## src/hdl/hta_pkg.sv

```systemverilog
// ----------------------------------------------------------------------------
// hta_pkg - handle table allocator shared definitions
// Sizes, codes, state encoding and the structs passed between the table
// controller, the occupancy scanner and the slot memory.
// ----------------------------------------------------------------------------
package hta_pkg;

   localparam int CAPACITY     = 128;
   localparam int INITIAL_SIZE = 48;
   localparam int GROW_STEP    = 16;
   localparam int TABLE_INIT   = (INITIAL_SIZE > CAPACITY) ? CAPACITY : INITIAL_SIZE;

   localparam int SLOT_W = $clog2(CAPACITY);
   localparam int SIZE_W = $clog2(CAPACITY + 1);
   localparam int SUM_W  = $clog2(CAPACITY + GROW_STEP + 1);

   localparam int CHUNK_W     = 8;
   localparam int CHUNK_LOG   = $clog2(CHUNK_W);
   localparam int NCHUNK      = (CAPACITY + CHUNK_W - 1) / CHUNK_W;
   localparam int CHUNK_IDX_W = $clog2(NCHUNK);
   localparam int SCAN_W      = CHUNK_IDX_W + CHUNK_LOG;

   localparam int HANDLE_W     = 31;
   localparam int OBJECT_W     = 16;
   localparam int TYPE_W       = 4;
   localparam int HANDLE_OUT_W = 8;
   localparam int STATUS_W     = 2;
   localparam int CSR_INDEX_W  = 4;

   localparam logic [HANDLE_W-1:0] SELF_HANDLE = 31'h7fffffff;

   localparam logic [CSR_INDEX_W-1:0] REG_SELF_OBJECT = 4'd0;
   localparam logic [CSR_INDEX_W-1:0] REG_SELF_TYPE   = 4'd1;

   localparam logic [OBJECT_W-1:0] SELF_OBJECT_RESET = 16'd0;
   localparam logic [TYPE_W-1:0]   SELF_TYPE_RESET   = 4'd1;
   localparam logic [TYPE_W-1:0]   TYPE_ANY          = 4'd0;

   typedef enum logic [1:0] {
      ACT_ALLOC   = 2'd0,
      ACT_LOOKUP  = 2'd1,
      ACT_REPLACE = 2'd2,
      ACT_CLOSE   = 2'd3
   } action_type;

   typedef enum logic [STATUS_W-1:0] {
      STATUS_OK      = 2'd0,
      STATUS_INVALID = 2'd1,
      STATUS_NO_MEM  = 2'd2
   } status_type;

   typedef enum logic [1:0] {
      ST_IDLE,
      ST_READ,
      ST_SCAN,
      ST_DONE
   } state_type;

   typedef struct packed {
      logic [1:0]          action;
      logic [HANDLE_W-1:0] handle;
      logic [OBJECT_W-1:0] object;
      logic [TYPE_W-1:0]   object_type;
      logic [TYPE_W-1:0]   want_type;
   } req_item_type;

   typedef struct packed {
      logic [HANDLE_OUT_W-1:0] handle_out;
      logic [OBJECT_W-1:0]     object_out;
      logic [STATUS_W-1:0]     status;
   } rsp_item_type;

   typedef struct packed {
      logic [OBJECT_W-1:0] object;
      logic [TYPE_W-1:0]   otype;
   } slot_entry_type;

   typedef struct packed {
      logic           en;
      logic [SLOT_W-1:0] addr;
      slot_entry_type data;
   } mem_wr_type;

   typedef struct packed {
      logic              en;
      logic [SLOT_W-1:0] slot;
      logic              value;
   } occ_upd_type;

   typedef struct packed {
      logic              hit;
      logic              last;
      logic [SCAN_W-1:0] index;
   } scan_res_type;

endpackage

```

## src/hdl/hta_if.sv

```systemverilog
// ----------------------------------------------------------------------------
// hta_if - handle table allocator channel interfaces
// Request, response and register write channels, each a valid/ready
// transfer with its payload.
// ----------------------------------------------------------------------------
interface hta_req_if;
   logic                         valid;
   logic                         ready;
   logic [1:0]                   action;
   logic [hta_pkg::HANDLE_W-1:0] handle;
   logic [hta_pkg::OBJECT_W-1:0] object;
   logic [hta_pkg::TYPE_W-1:0]   object_type;
   logic [hta_pkg::TYPE_W-1:0]   want_type;

   modport source (output valid, action, handle, object, object_type, want_type,
                   input ready);
   modport sink   (input valid, action, handle, object, object_type, want_type,
                   output ready);
endinterface

interface hta_rsp_if;
   logic                             valid;
   logic                             ready;
   logic [hta_pkg::HANDLE_OUT_W-1:0] handle_out;
   logic [hta_pkg::OBJECT_W-1:0]     object_out;
   logic [hta_pkg::STATUS_W-1:0]     status;

   modport source (output valid, handle_out, object_out, status, input ready);
   modport sink   (input valid, handle_out, object_out, status, output ready);
endinterface

interface hta_csr_if;
   logic                            valid;
   logic                            ready;
   logic [hta_pkg::CSR_INDEX_W-1:0] index;
   logic [hta_pkg::OBJECT_W-1:0]    data;

   modport source (output valid, index, data, input ready);
   modport sink   (input valid, index, data, output ready);
endinterface

```

## src/hdl/hta_slot_mem.sv

```systemverilog
// ----------------------------------------------------------------------------
// hta_slot_mem - slot storage
// One entry per slot holding object and type; one write port and one
// registered read port.
// ----------------------------------------------------------------------------
module hta_slot_mem (
   input  logic                          clock,
   input  hta_pkg::mem_wr_type           wr,
   input  logic                          rd_en,
   input  logic [hta_pkg::SLOT_W-1:0]    rd_addr,
   output hta_pkg::slot_entry_type       rd_data
);

   hta_pkg::slot_entry_type mem [hta_pkg::CAPACITY];
   hta_pkg::slot_entry_type rd_data_ff;

   always_ff @(posedge clock) begin
      if (wr.en) begin
         mem[wr.addr] <= wr.data;
      end
   end

   always_ff @(posedge clock) begin
      if (rd_en) begin
         rd_data_ff <= mem[rd_addr];
      end
   end

   assign rd_data = rd_data_ff;

endmodule

```

## src/hdl/hta_free_scan.sv

```systemverilog
// ----------------------------------------------------------------------------
// hta_free_scan - slot occupancy map and free slot scanner
// Holds one occupied bit per slot and walks the map one chunk per cycle while
// scan_step is high, encoding the lowest free slot of the current chunk.
// ----------------------------------------------------------------------------
module hta_free_scan (
   input  logic                       clock,
   input  logic                       reset,
   input  hta_pkg::occ_upd_type       occ_upd,
   input  logic [hta_pkg::SLOT_W-1:0] query_slot,
   output logic                       query_occ,
   input  logic                       scan_start,
   input  logic                       scan_step,
   output hta_pkg::scan_res_type      scan_res
);

   logic [hta_pkg::CHUNK_W-1:0]     occ_ff [hta_pkg::NCHUNK];
   logic [hta_pkg::CHUNK_IDX_W-1:0] chunk_ff;
   logic [hta_pkg::CHUNK_IDX_W-1:0] chunk_in;
   logic [hta_pkg::SCAN_W-1:0]      upd_idx;
   logic [hta_pkg::SCAN_W-1:0]      qry_idx;
   logic [hta_pkg::CHUNK_W-1:0]     free_bits;
   logic [hta_pkg::CHUNK_LOG-1:0]   free_pos;
   logic                            chunk_last;

   assign upd_idx = hta_pkg::SCAN_W'(occ_upd.slot);
   assign qry_idx = hta_pkg::SCAN_W'(query_slot);

   // pad bits past the capacity stay occupied
   always_ff @(posedge clock) begin
      if (reset) begin
         for (int c = 0; c < hta_pkg::NCHUNK; c++) begin
            for (int b = 0; b < hta_pkg::CHUNK_W; b++) begin
               occ_ff[c][b] <= (c * hta_pkg::CHUNK_W + b >= hta_pkg::CAPACITY);
            end
         end
      end else if (occ_upd.en) begin
         occ_ff[upd_idx[hta_pkg::SCAN_W-1:hta_pkg::CHUNK_LOG]]
               [upd_idx[hta_pkg::CHUNK_LOG-1:0]] <= occ_upd.value;
      end
   end

   assign query_occ = occ_ff[qry_idx[hta_pkg::SCAN_W-1:hta_pkg::CHUNK_LOG]]
                            [qry_idx[hta_pkg::CHUNK_LOG-1:0]];

   assign free_bits  = ~occ_ff[chunk_ff];
   assign chunk_last = (chunk_ff == hta_pkg::CHUNK_IDX_W'(hta_pkg::NCHUNK - 1));

   always_comb begin
      free_pos = '0;
      for (int b = hta_pkg::CHUNK_W - 1; b >= 0; b--) begin
         if (free_bits[b]) begin
            free_pos = hta_pkg::CHUNK_LOG'(b);
         end
      end
   end

   always_comb begin
      chunk_in = chunk_ff;
      if (scan_start) begin
         chunk_in = '0;
      end else if (scan_step && !(|free_bits) && !chunk_last) begin
         chunk_in = chunk_ff + hta_pkg::CHUNK_IDX_W'(1);
      end
   end

   always_ff @(posedge clock) begin
      if (reset) begin
         chunk_ff <= '0;
      end else begin
         chunk_ff <= chunk_in;
      end
   end

   assign scan_res.hit   = |free_bits;
   assign scan_res.last  = chunk_last;
   assign scan_res.index = {chunk_ff, free_pos};

endmodule

```

## src/hdl/handle_table_allocator.sv

```systemverilog
// ----------------------------------------------------------------------------
// handle_table_allocator - object handle table
// Requests arrive on req_chan (allocate, lookup, replace, close) and each
// gives exactly one response on rsp_chan, in order. csr_chan writes the self
// object and its type; it is always ready. The user must write it only while
// the block is idle; the block itself does not enforce this.
// One request is worked at a time; req_chan is ready only in the idle state.
// Path from request transfer to response: a lookup of a slot reads the slot
//   memory in the read state; other lookups, replace, close and allocate of
//   object 0 go straight to the done state; allocate walks k (1 to
//   CAPACITY/8) 8-slot chunks of the occupancy map in the scan state to reach
//   the lowest free slot; out of memory walks all CAPACITY/8 chunks.
// req_chan is ready again in the cycle the response turns valid.
// The response sits in an output register; the next request is taken while
// it waits, and that request's result holds until the register is free.
// Reset is synchronous: every slot reads empty, the usable size returns to
// its initial value, self object 0 with type 1. Nothing needs clearing in
// the slot memory; the occupancy map decides emptiness.
// ----------------------------------------------------------------------------
module handle_table_allocator (
   input  logic   clock,
   input  logic   reset,
   hta_req_if.sink   req_chan,
   hta_rsp_if.source rsp_chan,
   hta_csr_if.sink   csr_chan
);

   hta_pkg::state_type      state_ff, state_in;
   hta_pkg::req_item_type   item_ff, item_in;
   hta_pkg::rsp_item_type   res_ff, res_in;
   hta_pkg::rsp_item_type   rsp_ff, rsp_in;
   logic                    rsp_valid_ff, rsp_valid_in;
   logic [hta_pkg::SLOT_W-1:0] slot_ff, slot_in;
   logic [hta_pkg::SIZE_W-1:0] size_ff, size_in;
   logic [hta_pkg::OBJECT_W-1:0] self_object_ff;
   logic [hta_pkg::TYPE_W-1:0]   self_type_ff;

   hta_pkg::mem_wr_type     mem_wr;
   logic                    mem_rd_en;
   hta_pkg::slot_entry_type mem_rd_data;
   hta_pkg::occ_upd_type    occ_upd;
   hta_pkg::scan_res_type   scan_res;
   logic                    scan_start;
   logic                    scan_step;
   logic [hta_pkg::SLOT_W-1:0] query_slot;
   logic                    query_occ;

   logic                        req_ready;
   logic                        accept;
   logic                        in_range;
   logic                        self_hit;
   logic                        can_load;
   logic [hta_pkg::HANDLE_W-1:0] handle_m1;
   logic [hta_pkg::SLOT_W-1:0]   req_slot;
   logic [hta_pkg::SLOT_W-1:0]   scan_slot;
   logic [hta_pkg::SIZE_W-1:0]   scan_handle;
   logic [hta_pkg::SUM_W-1:0]    grow_sum;
   logic                         scan_in_size;
   hta_pkg::action_type          req_action;

   hta_slot_mem u_slot_mem (
      .clock   (clock),
      .wr      (mem_wr),
      .rd_en   (mem_rd_en),
      .rd_addr (req_slot),
      .rd_data (mem_rd_data)
   );

   hta_free_scan u_free_scan (
      .clock      (clock),
      .reset      (reset),
      .occ_upd    (occ_upd),
      .query_slot (query_slot),
      .query_occ  (query_occ),
      .scan_start (scan_start),
      .scan_step  (scan_step),
      .scan_res   (scan_res)
   );

   assign req_ready  = (state_ff == hta_pkg::ST_IDLE);
   assign accept     = req_chan.valid && req_ready;
   assign req_action = hta_pkg::action_type'(req_chan.action);
   assign handle_m1  = req_chan.handle - hta_pkg::HANDLE_W'(1);
   assign req_slot   = handle_m1[hta_pkg::SLOT_W-1:0];
   assign in_range   = (req_chan.handle != '0) &&
                       (req_chan.handle <= hta_pkg::HANDLE_W'(size_ff));
   assign self_hit   = (req_chan.handle == hta_pkg::SELF_HANDLE) &&
                       (self_object_ff != '0) &&
                       ((req_chan.want_type == hta_pkg::TYPE_ANY) ||
                        (req_chan.want_type == self_type_ff));
   assign query_slot = (state_ff == hta_pkg::ST_IDLE) ? req_slot : slot_ff;
   assign can_load   = !rsp_valid_ff || rsp_chan.ready;

   assign scan_slot    = hta_pkg::SLOT_W'(scan_res.index);
   assign scan_handle  = hta_pkg::SIZE_W'(scan_res.index) + hta_pkg::SIZE_W'(1);
   assign scan_in_size = hta_pkg::SUM_W'(scan_res.index) < hta_pkg::SUM_W'(size_ff);
   assign grow_sum     = hta_pkg::SUM_W'(size_ff) + hta_pkg::SUM_W'(hta_pkg::GROW_STEP);

   // next state
   always_comb begin
      state_in = state_ff;
      unique case (state_ff)
         hta_pkg::ST_IDLE: begin
            if (accept) begin
               state_in = hta_pkg::ST_DONE;
               if (req_action == hta_pkg::ACT_ALLOC && req_chan.object != '0) begin
                  state_in = hta_pkg::ST_SCAN;
               end else if (req_action == hta_pkg::ACT_LOOKUP && in_range) begin
                  state_in = hta_pkg::ST_READ;
               end
            end
         end
         hta_pkg::ST_READ: begin
            state_in = hta_pkg::ST_DONE;
         end
         hta_pkg::ST_SCAN: begin
            if (scan_res.hit || scan_res.last) begin
               state_in = hta_pkg::ST_DONE;
            end
         end
         hta_pkg::ST_DONE: begin
            if (can_load) begin
               state_in = hta_pkg::ST_IDLE;
            end
         end
         default: state_in = hta_pkg::ST_IDLE;
      endcase
   end

   // datapath control
   always_comb begin
      item_in      = item_ff;
      res_in       = res_ff;
      slot_in      = slot_ff;
      size_in      = size_ff;
      rsp_in       = rsp_ff;
      rsp_valid_in = rsp_valid_ff && !rsp_chan.ready;
      mem_wr       = '0;
      mem_rd_en    = 1'b0;
      occ_upd      = '0;
      scan_start   = 1'b0;
      scan_step    = 1'b0;

      unique case (state_ff)
         hta_pkg::ST_IDLE: begin
            if (accept) begin
               item_in.action      = req_chan.action;
               item_in.handle      = req_chan.handle;
               item_in.object      = req_chan.object;
               item_in.object_type = req_chan.object_type;
               item_in.want_type   = req_chan.want_type;
               slot_in             = req_slot;
               res_in              = '0;
               res_in.status       = hta_pkg::STATUS_OK;
               unique case (req_action)
                  hta_pkg::ACT_ALLOC: begin
                     if (req_chan.object == '0) begin
                        res_in.status = hta_pkg::STATUS_INVALID;
                     end else begin
                        scan_start = 1'b1;
                     end
                  end
                  hta_pkg::ACT_LOOKUP: begin
                     if (in_range) begin
                        mem_rd_en = 1'b1;
                     end else if (self_hit) begin
                        res_in.object_out = self_object_ff;
                     end else begin
                        res_in.status = hta_pkg::STATUS_INVALID;
                     end
                  end
                  hta_pkg::ACT_REPLACE: begin
                     if (in_range) begin
                        mem_wr.en         = 1'b1;
                        mem_wr.addr       = req_slot;
                        mem_wr.data.object = req_chan.object;
                        mem_wr.data.otype  = req_chan.object_type;
                        occ_upd.en        = 1'b1;
                        occ_upd.slot      = req_slot;
                        occ_upd.value     = (req_chan.object != '0);
                     end else begin
                        res_in.status = hta_pkg::STATUS_INVALID;
                     end
                  end
                  hta_pkg::ACT_CLOSE: begin
                     if (in_range && query_occ) begin
                        occ_upd.en    = 1'b1;
                        occ_upd.slot  = req_slot;
                        occ_upd.value = 1'b0;
                     end else begin
                        res_in.status = hta_pkg::STATUS_INVALID;
                     end
                  end
                  default: res_in.status = hta_pkg::STATUS_INVALID;
               endcase
            end
         end
         hta_pkg::ST_READ: begin
            if (query_occ && ((item_ff.want_type == hta_pkg::TYPE_ANY) ||
                              (item_ff.want_type == mem_rd_data.otype))) begin
               res_in.object_out = mem_rd_data.object;
            end else begin
               res_in.status = hta_pkg::STATUS_INVALID;
            end
         end
         hta_pkg::ST_SCAN: begin
            scan_step = 1'b1;
            if (scan_res.hit) begin
               // lowest free slot at or past the usable size is the first new slot
               if (!scan_in_size) begin
                  size_in = (grow_sum > hta_pkg::SUM_W'(hta_pkg::CAPACITY)) ?
                            hta_pkg::SIZE_W'(hta_pkg::CAPACITY) :
                            hta_pkg::SIZE_W'(grow_sum);
               end
               mem_wr.en          = 1'b1;
               mem_wr.addr        = scan_slot;
               mem_wr.data.object = item_ff.object;
               mem_wr.data.otype  = item_ff.object_type;
               occ_upd.en         = 1'b1;
               occ_upd.slot       = scan_slot;
               occ_upd.value      = 1'b1;
               res_in.handle_out  = hta_pkg::HANDLE_OUT_W'(scan_handle);
            end else if (scan_res.last) begin
               res_in.status = hta_pkg::STATUS_NO_MEM;
            end
         end
         hta_pkg::ST_DONE: begin
            if (can_load) begin
               rsp_in       = res_ff;
               rsp_valid_in = 1'b1;
            end
         end
         default: ;
      endcase
   end

   always_ff @(posedge clock) begin
      if (reset) begin
         state_ff     <= hta_pkg::ST_IDLE;
         rsp_valid_ff <= 1'b0;
         size_ff      <= hta_pkg::SIZE_W'(hta_pkg::TABLE_INIT);
      end else begin
         state_ff     <= state_in;
         rsp_valid_ff <= rsp_valid_in;
         size_ff      <= size_in;
      end
   end

   always_ff @(posedge clock) begin
      item_ff <= item_in;
      res_ff  <= res_in;
      rsp_ff  <= rsp_in;
      slot_ff <= slot_in;
   end

   always_ff @(posedge clock) begin
      if (reset) begin
         self_object_ff <= hta_pkg::SELF_OBJECT_RESET;
         self_type_ff   <= hta_pkg::SELF_TYPE_RESET;
      end else if (csr_chan.valid) begin
         unique case (csr_chan.index)
            hta_pkg::REG_SELF_OBJECT: self_object_ff <= csr_chan.data;
            hta_pkg::REG_SELF_TYPE:   self_type_ff   <= csr_chan.data[hta_pkg::TYPE_W-1:0];
            default: ;
         endcase
      end
   end

   assign csr_chan.ready = 1'b1;
   assign req_chan.ready = req_ready;

   assign rsp_chan.valid      = rsp_valid_ff;
   assign rsp_chan.handle_out = rsp_ff.handle_out;
   assign rsp_chan.object_out = rsp_ff.object_out;
   assign rsp_chan.status     = rsp_ff.status;

endmodule
```

## src/flat_wrapper.sv

```systemverilog
// flat-port wrapper written by rule: the top's interface ports become plain ports
module handle_table_allocator_flat 
  (clock, reset, req_chan_valid, req_chan_action, req_chan_handle, req_chan_object, req_chan_object_type, req_chan_want_type, req_chan_ready, rsp_chan_valid, rsp_chan_handle_out, rsp_chan_object_out, rsp_chan_status, rsp_chan_ready, csr_chan_valid, csr_chan_index, csr_chan_data, csr_chan_ready);
  hta_req_if req_chan_i ();
  hta_rsp_if rsp_chan_i ();
  hta_csr_if csr_chan_i ();
  input  logic clock;
  input  logic reset;
  input wire logic [$bits(req_chan_i.valid)-1:0] req_chan_valid;
  input wire logic [$bits(req_chan_i.action)-1:0] req_chan_action;
  input wire logic [$bits(req_chan_i.handle)-1:0] req_chan_handle;
  input wire logic [$bits(req_chan_i.object)-1:0] req_chan_object;
  input wire logic [$bits(req_chan_i.object_type)-1:0] req_chan_object_type;
  input wire logic [$bits(req_chan_i.want_type)-1:0] req_chan_want_type;
  output wire logic [$bits(req_chan_i.ready)-1:0] req_chan_ready;
  output wire logic [$bits(rsp_chan_i.valid)-1:0] rsp_chan_valid;
  output wire logic [$bits(rsp_chan_i.handle_out)-1:0] rsp_chan_handle_out;
  output wire logic [$bits(rsp_chan_i.object_out)-1:0] rsp_chan_object_out;
  output wire logic [$bits(rsp_chan_i.status)-1:0] rsp_chan_status;
  input wire logic [$bits(rsp_chan_i.ready)-1:0] rsp_chan_ready;
  input wire logic [$bits(csr_chan_i.valid)-1:0] csr_chan_valid;
  input wire logic [$bits(csr_chan_i.index)-1:0] csr_chan_index;
  input wire logic [$bits(csr_chan_i.data)-1:0] csr_chan_data;
  output wire logic [$bits(csr_chan_i.ready)-1:0] csr_chan_ready;
  assign req_chan_i.valid = req_chan_valid;
  assign req_chan_i.action = req_chan_action;
  assign req_chan_i.handle = req_chan_handle;
  assign req_chan_i.object = req_chan_object;
  assign req_chan_i.object_type = req_chan_object_type;
  assign req_chan_i.want_type = req_chan_want_type;
  assign req_chan_ready = req_chan_i.ready;
  assign rsp_chan_valid = rsp_chan_i.valid;
  assign rsp_chan_handle_out = rsp_chan_i.handle_out;
  assign rsp_chan_object_out = rsp_chan_i.object_out;
  assign rsp_chan_status = rsp_chan_i.status;
  assign rsp_chan_i.ready = rsp_chan_ready;
  assign csr_chan_i.valid = csr_chan_valid;
  assign csr_chan_i.index = csr_chan_index;
  assign csr_chan_i.data = csr_chan_data;
  assign csr_chan_ready = csr_chan_i.ready;
  handle_table_allocator u_core (.clock(clock), .reset(reset), .req_chan(req_chan_i), .rsp_chan(rsp_chan_i), .csr_chan(csr_chan_i));
endmodule
```

## config.mk

```make
export PLATFORM = sky130hd
export DESIGN_NAME = handle_table_allocator_flat
export DESIGN_NICKNAME = d
export VERILOG_FILES = /design/src/hdl/hta_pkg.sv /design/src/hdl/hta_if.sv /design/src/hdl/hta_slot_mem.sv /design/src/hdl/hta_free_scan.sv /design/src/hdl/handle_table_allocator.sv /design/src/flat_wrapper.sv
export SDC_FILE = /design/constraint.sdc
export NUM_CORES = 2
export LEC_CHECK = 0
export CORE_AREA = 2 2 766 387
export DETAILED_ROUTE_END_ITERATION = 7
export DIE_AREA = 0 0 768 389
export DONT_BUFFER_PORTS = 1
export HOLD_SLACK_MARGIN = 0.15
export SYNTH_ARGS = -nofsm -noshare
export SYNTH_HDL_FRONTEND = slang
export SYNTH_SLANG_ARGS = --single-unit
```

## constraint.sdc

```tcl
create_clock -name clock -period 6.8 [get_ports clock]
set_input_delay 1.7 -clock clock [delete_from_list [all_inputs] [get_ports clock]]
set_output_delay 1.7 -clock clock [all_outputs]
set_load 0.02 [all_outputs]
```

==> metrics.csv <==
metric,value,unit
drt-initial-drc-count,9779,
start_kind,flip-flop,
irDropWorstVdd,223,uV
fin_crit_sh,91.5,%
syn_inst,5499,
reg2reg_setup_slack,0.58,ns
cap_violations,0,
hp-class,reg2reg,
outcome,"complete, no violations",
dpl.hpwl,192000,um
grt_pass1_wl,456000,um
synth_cell_type_count,104,
synth-edff-count,2791,
synth-seq-cells,2826,
grt_util_all_layers,21.5,%
seq_area_frac_synth,74.6,%
clock-sinks,2826,
whs_endpoint,u_core.rsp_chan.object_out[14]$_DFFE_PP_,
grt_antenna_before_repair,20,
dp_cells,9398,
hold_slack,0.425,ns
finalMaxSlewViolations,0,
layout_min_cycle_time,6.22,ns
firstDrtPassIters,8,
pin_count,111,
cts_root_buf,clkbuf_16,
leakagePower,0.0402,uW
totalWireLength,329000,um
ant_nets,0,
tightest_slew,1.23,ns
initial_core_util,38.7,%
async_flop_share,0,%
overflow,0,
synth_fp_nets,5600,
worstRegToRegCells,15,
area_delta_synth_final,13.0,%
fmax,161,MHz
die_h,389,um
required,7.33,ns
cts-buffers-inserted,230,
via_per_inst,6.08,
skew,0.0659,ns
worstHoldPathCells,0,
critPathCaptureType,flip-flop,
critPathKind,reg2reg,
crit_fanout,24,
slew_headroom,18.2,%
routabilityCongestion,0.930,
num_vias,59700,
cts_setup_buffers,0,
cts_max_level,4,
power.density,316,mW/mm^2
rsz0062_at_grt,no,
cts_resized,0,
syn_area,0.113,mm^2
drc,0,
hp-start,u_core.res_ff[16]$_DFFE_PP_,
core-area,0.293,mm^2
nets,5804,
drive_gt1_share,29.1,%
port_buffers,0,
setup_violations,0,
ys.flop_type,edfxtp_1,
clk_latency,0.91,ns
die-width,768,um
path_clk_slew,0.07,ns
row_count,141,
yosys_warnings,0,
setup_tns,0,ns
grt_pass1_vias,57200,
wire_per_inst,33.5,um
grt_max_degree,164,
r2r_end,u_core.u_slot_mem.mem[32][3]$_DFFE_PP_,
final_cells,9822,
cts_buffer_depth,4,
post-route-util,43.7,%
dieArea,0.299,mm^2
final-hold-violation-count,0,
cp_data_arrival_time,6.75,ns
cts_hold_buf,0,
cts_tree,yes,
avgSynthCellArea,20.6,um^2
flip-flops by register name (all words and copies together) (netlist names), named ones only:
signal                       count
u_core.item_ff                  24
u_core.res_ff                   26
u_core.rsp_chan.handle_out       8
u_core.rsp_chan.object_out      16
u_core.rsp_chan.status           2
u_core.rsp_chan.valid            1
u_core.self_object_ff           16
u_core.self_type_ff              4
u_core.size_ff                   4
u_core.slot_ff                   7
u_core.state_ff                  2
u_core.u_free_scan.chunk_ff      4
u_core.u_free_scan.occ_ff      128
u_core.u_slot_mem.mem         2560
u_core.u_slot_mem.rd_data       20
metrics by stage:
stage	power, uW	setup slack, ns	cell area (um^2)
2_1_floorplan	24600	0.190	113000
3_3_place_gp	27100	-0.203	121000
3_5_place_dp	27200	-0.179	121000
4_1_cts	40400	0.736	128000
5_1_grt	41600	0.202	128000
6_report	40400	0.576	128000
cell usage in the layout (no fill, tap or decap), drive strengths merged, types with 9 or more instances in the layout:
cell type  instances
a21o              26
clkbuf           289
a211oi             9
nand2b            11
o32ai             10
bufinv            22
nand4             20
clkinv            95
nand3            153
a22o              36
o211ai            14
a31oi             13
nand2            344
mux4             841
nor3              77
dfxtp             35
and2              13
buf              333
nor4              69
inv               40
and3              35
o31ai             44
xnor2             11
o21ai            117
mux2i             33
edfxtp          2791
nor2b             16
ha                19
a21oi             51
nor2             178
cells by family (layout without fill, tap and decap cells):
group                    Yosys count  in the layout  share of synthesized area [%]
AO/OA/AOI/OAI                    402            402                           2.55
XOR/XNOR                          19             19                          0.160
adder cells (fa/ha/maj)           19             19                          0.210
buffers and inverters            401            787                           1.45
flip-flops                      2826           2826                           74.6
multiplexers                     877            877                           17.0
other                              1              6                        0.00331
AND/OR/NAND/NOR                  954            954                           4.00
synth_stat cells, types with 5 or more instances:
cell type,count,area [um^2]
buf_4,5,37.5
xor2_1,8,70.1
dfxtp_1,35,701
o22ai_1,7,43.8
mux4_2,840,18900
nand2_1,342,1280
o32ai_1,9,78.8
a211oi_1,9,67.6
and2_1,13,81.3
a221oi_1,5,43.8
a22oi_1,5,37.5
a32oi_1,6,52.6
or2_2,5,31.3
buf_1,54,203
o21ai_1,21,105
mux2i_1,33,330
and3_1,35,219
inv_1,35,131
clkbuf_1,249,935
a21oi_1,45,225
o31ai_2,8,100
o211ai_1,12,90.1
edfxtp_1,2791,83800
nor4_1,65,407
nor3b_1,5,37.5
o31ai_1,35,263
a31oi_1,13,81.3
ha_1,19,238
o21ai_0,94,470
a21o_1,26,195
nand3_1,153,766
nor2b_1,16,100
xnor2_1,9,78.8
o21a_1,5,37.5
nand4_1,18,113
buf_6,9,101
nor2_1,178,668
buf_2,44,220
nand2b_1,11,68.8
a22o_1,36,315
nor3_1,75,375
layer usage:
| metal | wire, um | GRT usage (%) | vias up |
|---|---|---|---|
| li1 | - | - | 23400 |
| met1 | 143000 | 34.1 | 32000 |
| met2 | 131000 | 28.2 | 3890 |
| met3 | 48400 | 8.21 | 403 |
| met4 | 5360 | 3.52 | 6 |
| met5 | 41 | 0 | - |
worst max-delay path by stage:
stage	endpoint	slack [ns]	cells past startpoint
after detailed placement	u_core.u_slot_mem.rd_data[7]$_DFFE_PP_	-0.18	9
after CTS	u_core.u_slot_mem.rd_data[7]$_DFFE_PP_	0.74	9
after global routing	u_core.u_slot_mem.rd_data[7]$_DFFE_PP_	0.20	12
after global placement	u_core.u_slot_mem.rd_data[7]$_DFFE_PP_	-0.20	9
final	u_core.u_slot_mem.mem[32][3]$_DFFE_PP_	0.58	15
after floorplan	u_core.u_slot_mem.mem[0][0]$_DFFE_PP_	0.19	11
where the power goes:
part	internal [uW]	leakage (uW)	switching, uW
clock network	7150	0.00354	6260
logic	1710	0.0105	4360
registers	20800	0.0261	174
total	29600	0.0402	10800
area by class of cell:
class,instances,area (um^2)
diodes,5,12.5
clock buffers,288,6070
clock inverters,126,1200
fillers,24800,165000
inverters,39,156
multi-input cells,2272,27800
flip-flops and latches,2826,84500
well taps,3932,4920
repair buffers,334,3370
worst max-delay path: stages, from the launching register on:
cell	delay, ns
dfxtp_2	0.77
buf_4	0.36
mux4_2	0.39
nand3b_1	0.14
a221oi_1	0.14
a31oi_1	0.83
nor2_1	0.27
nor2b_4	0.48
buf_4	0.45
nand2_1	0.22
o22a_1	0.26
o32ai_1	0.12
buf_4	0.23
nand2_1	0.35
nor2_2	0.37
buf_4	0.42
No activity file was read; power rests on OpenSTA's default activity.
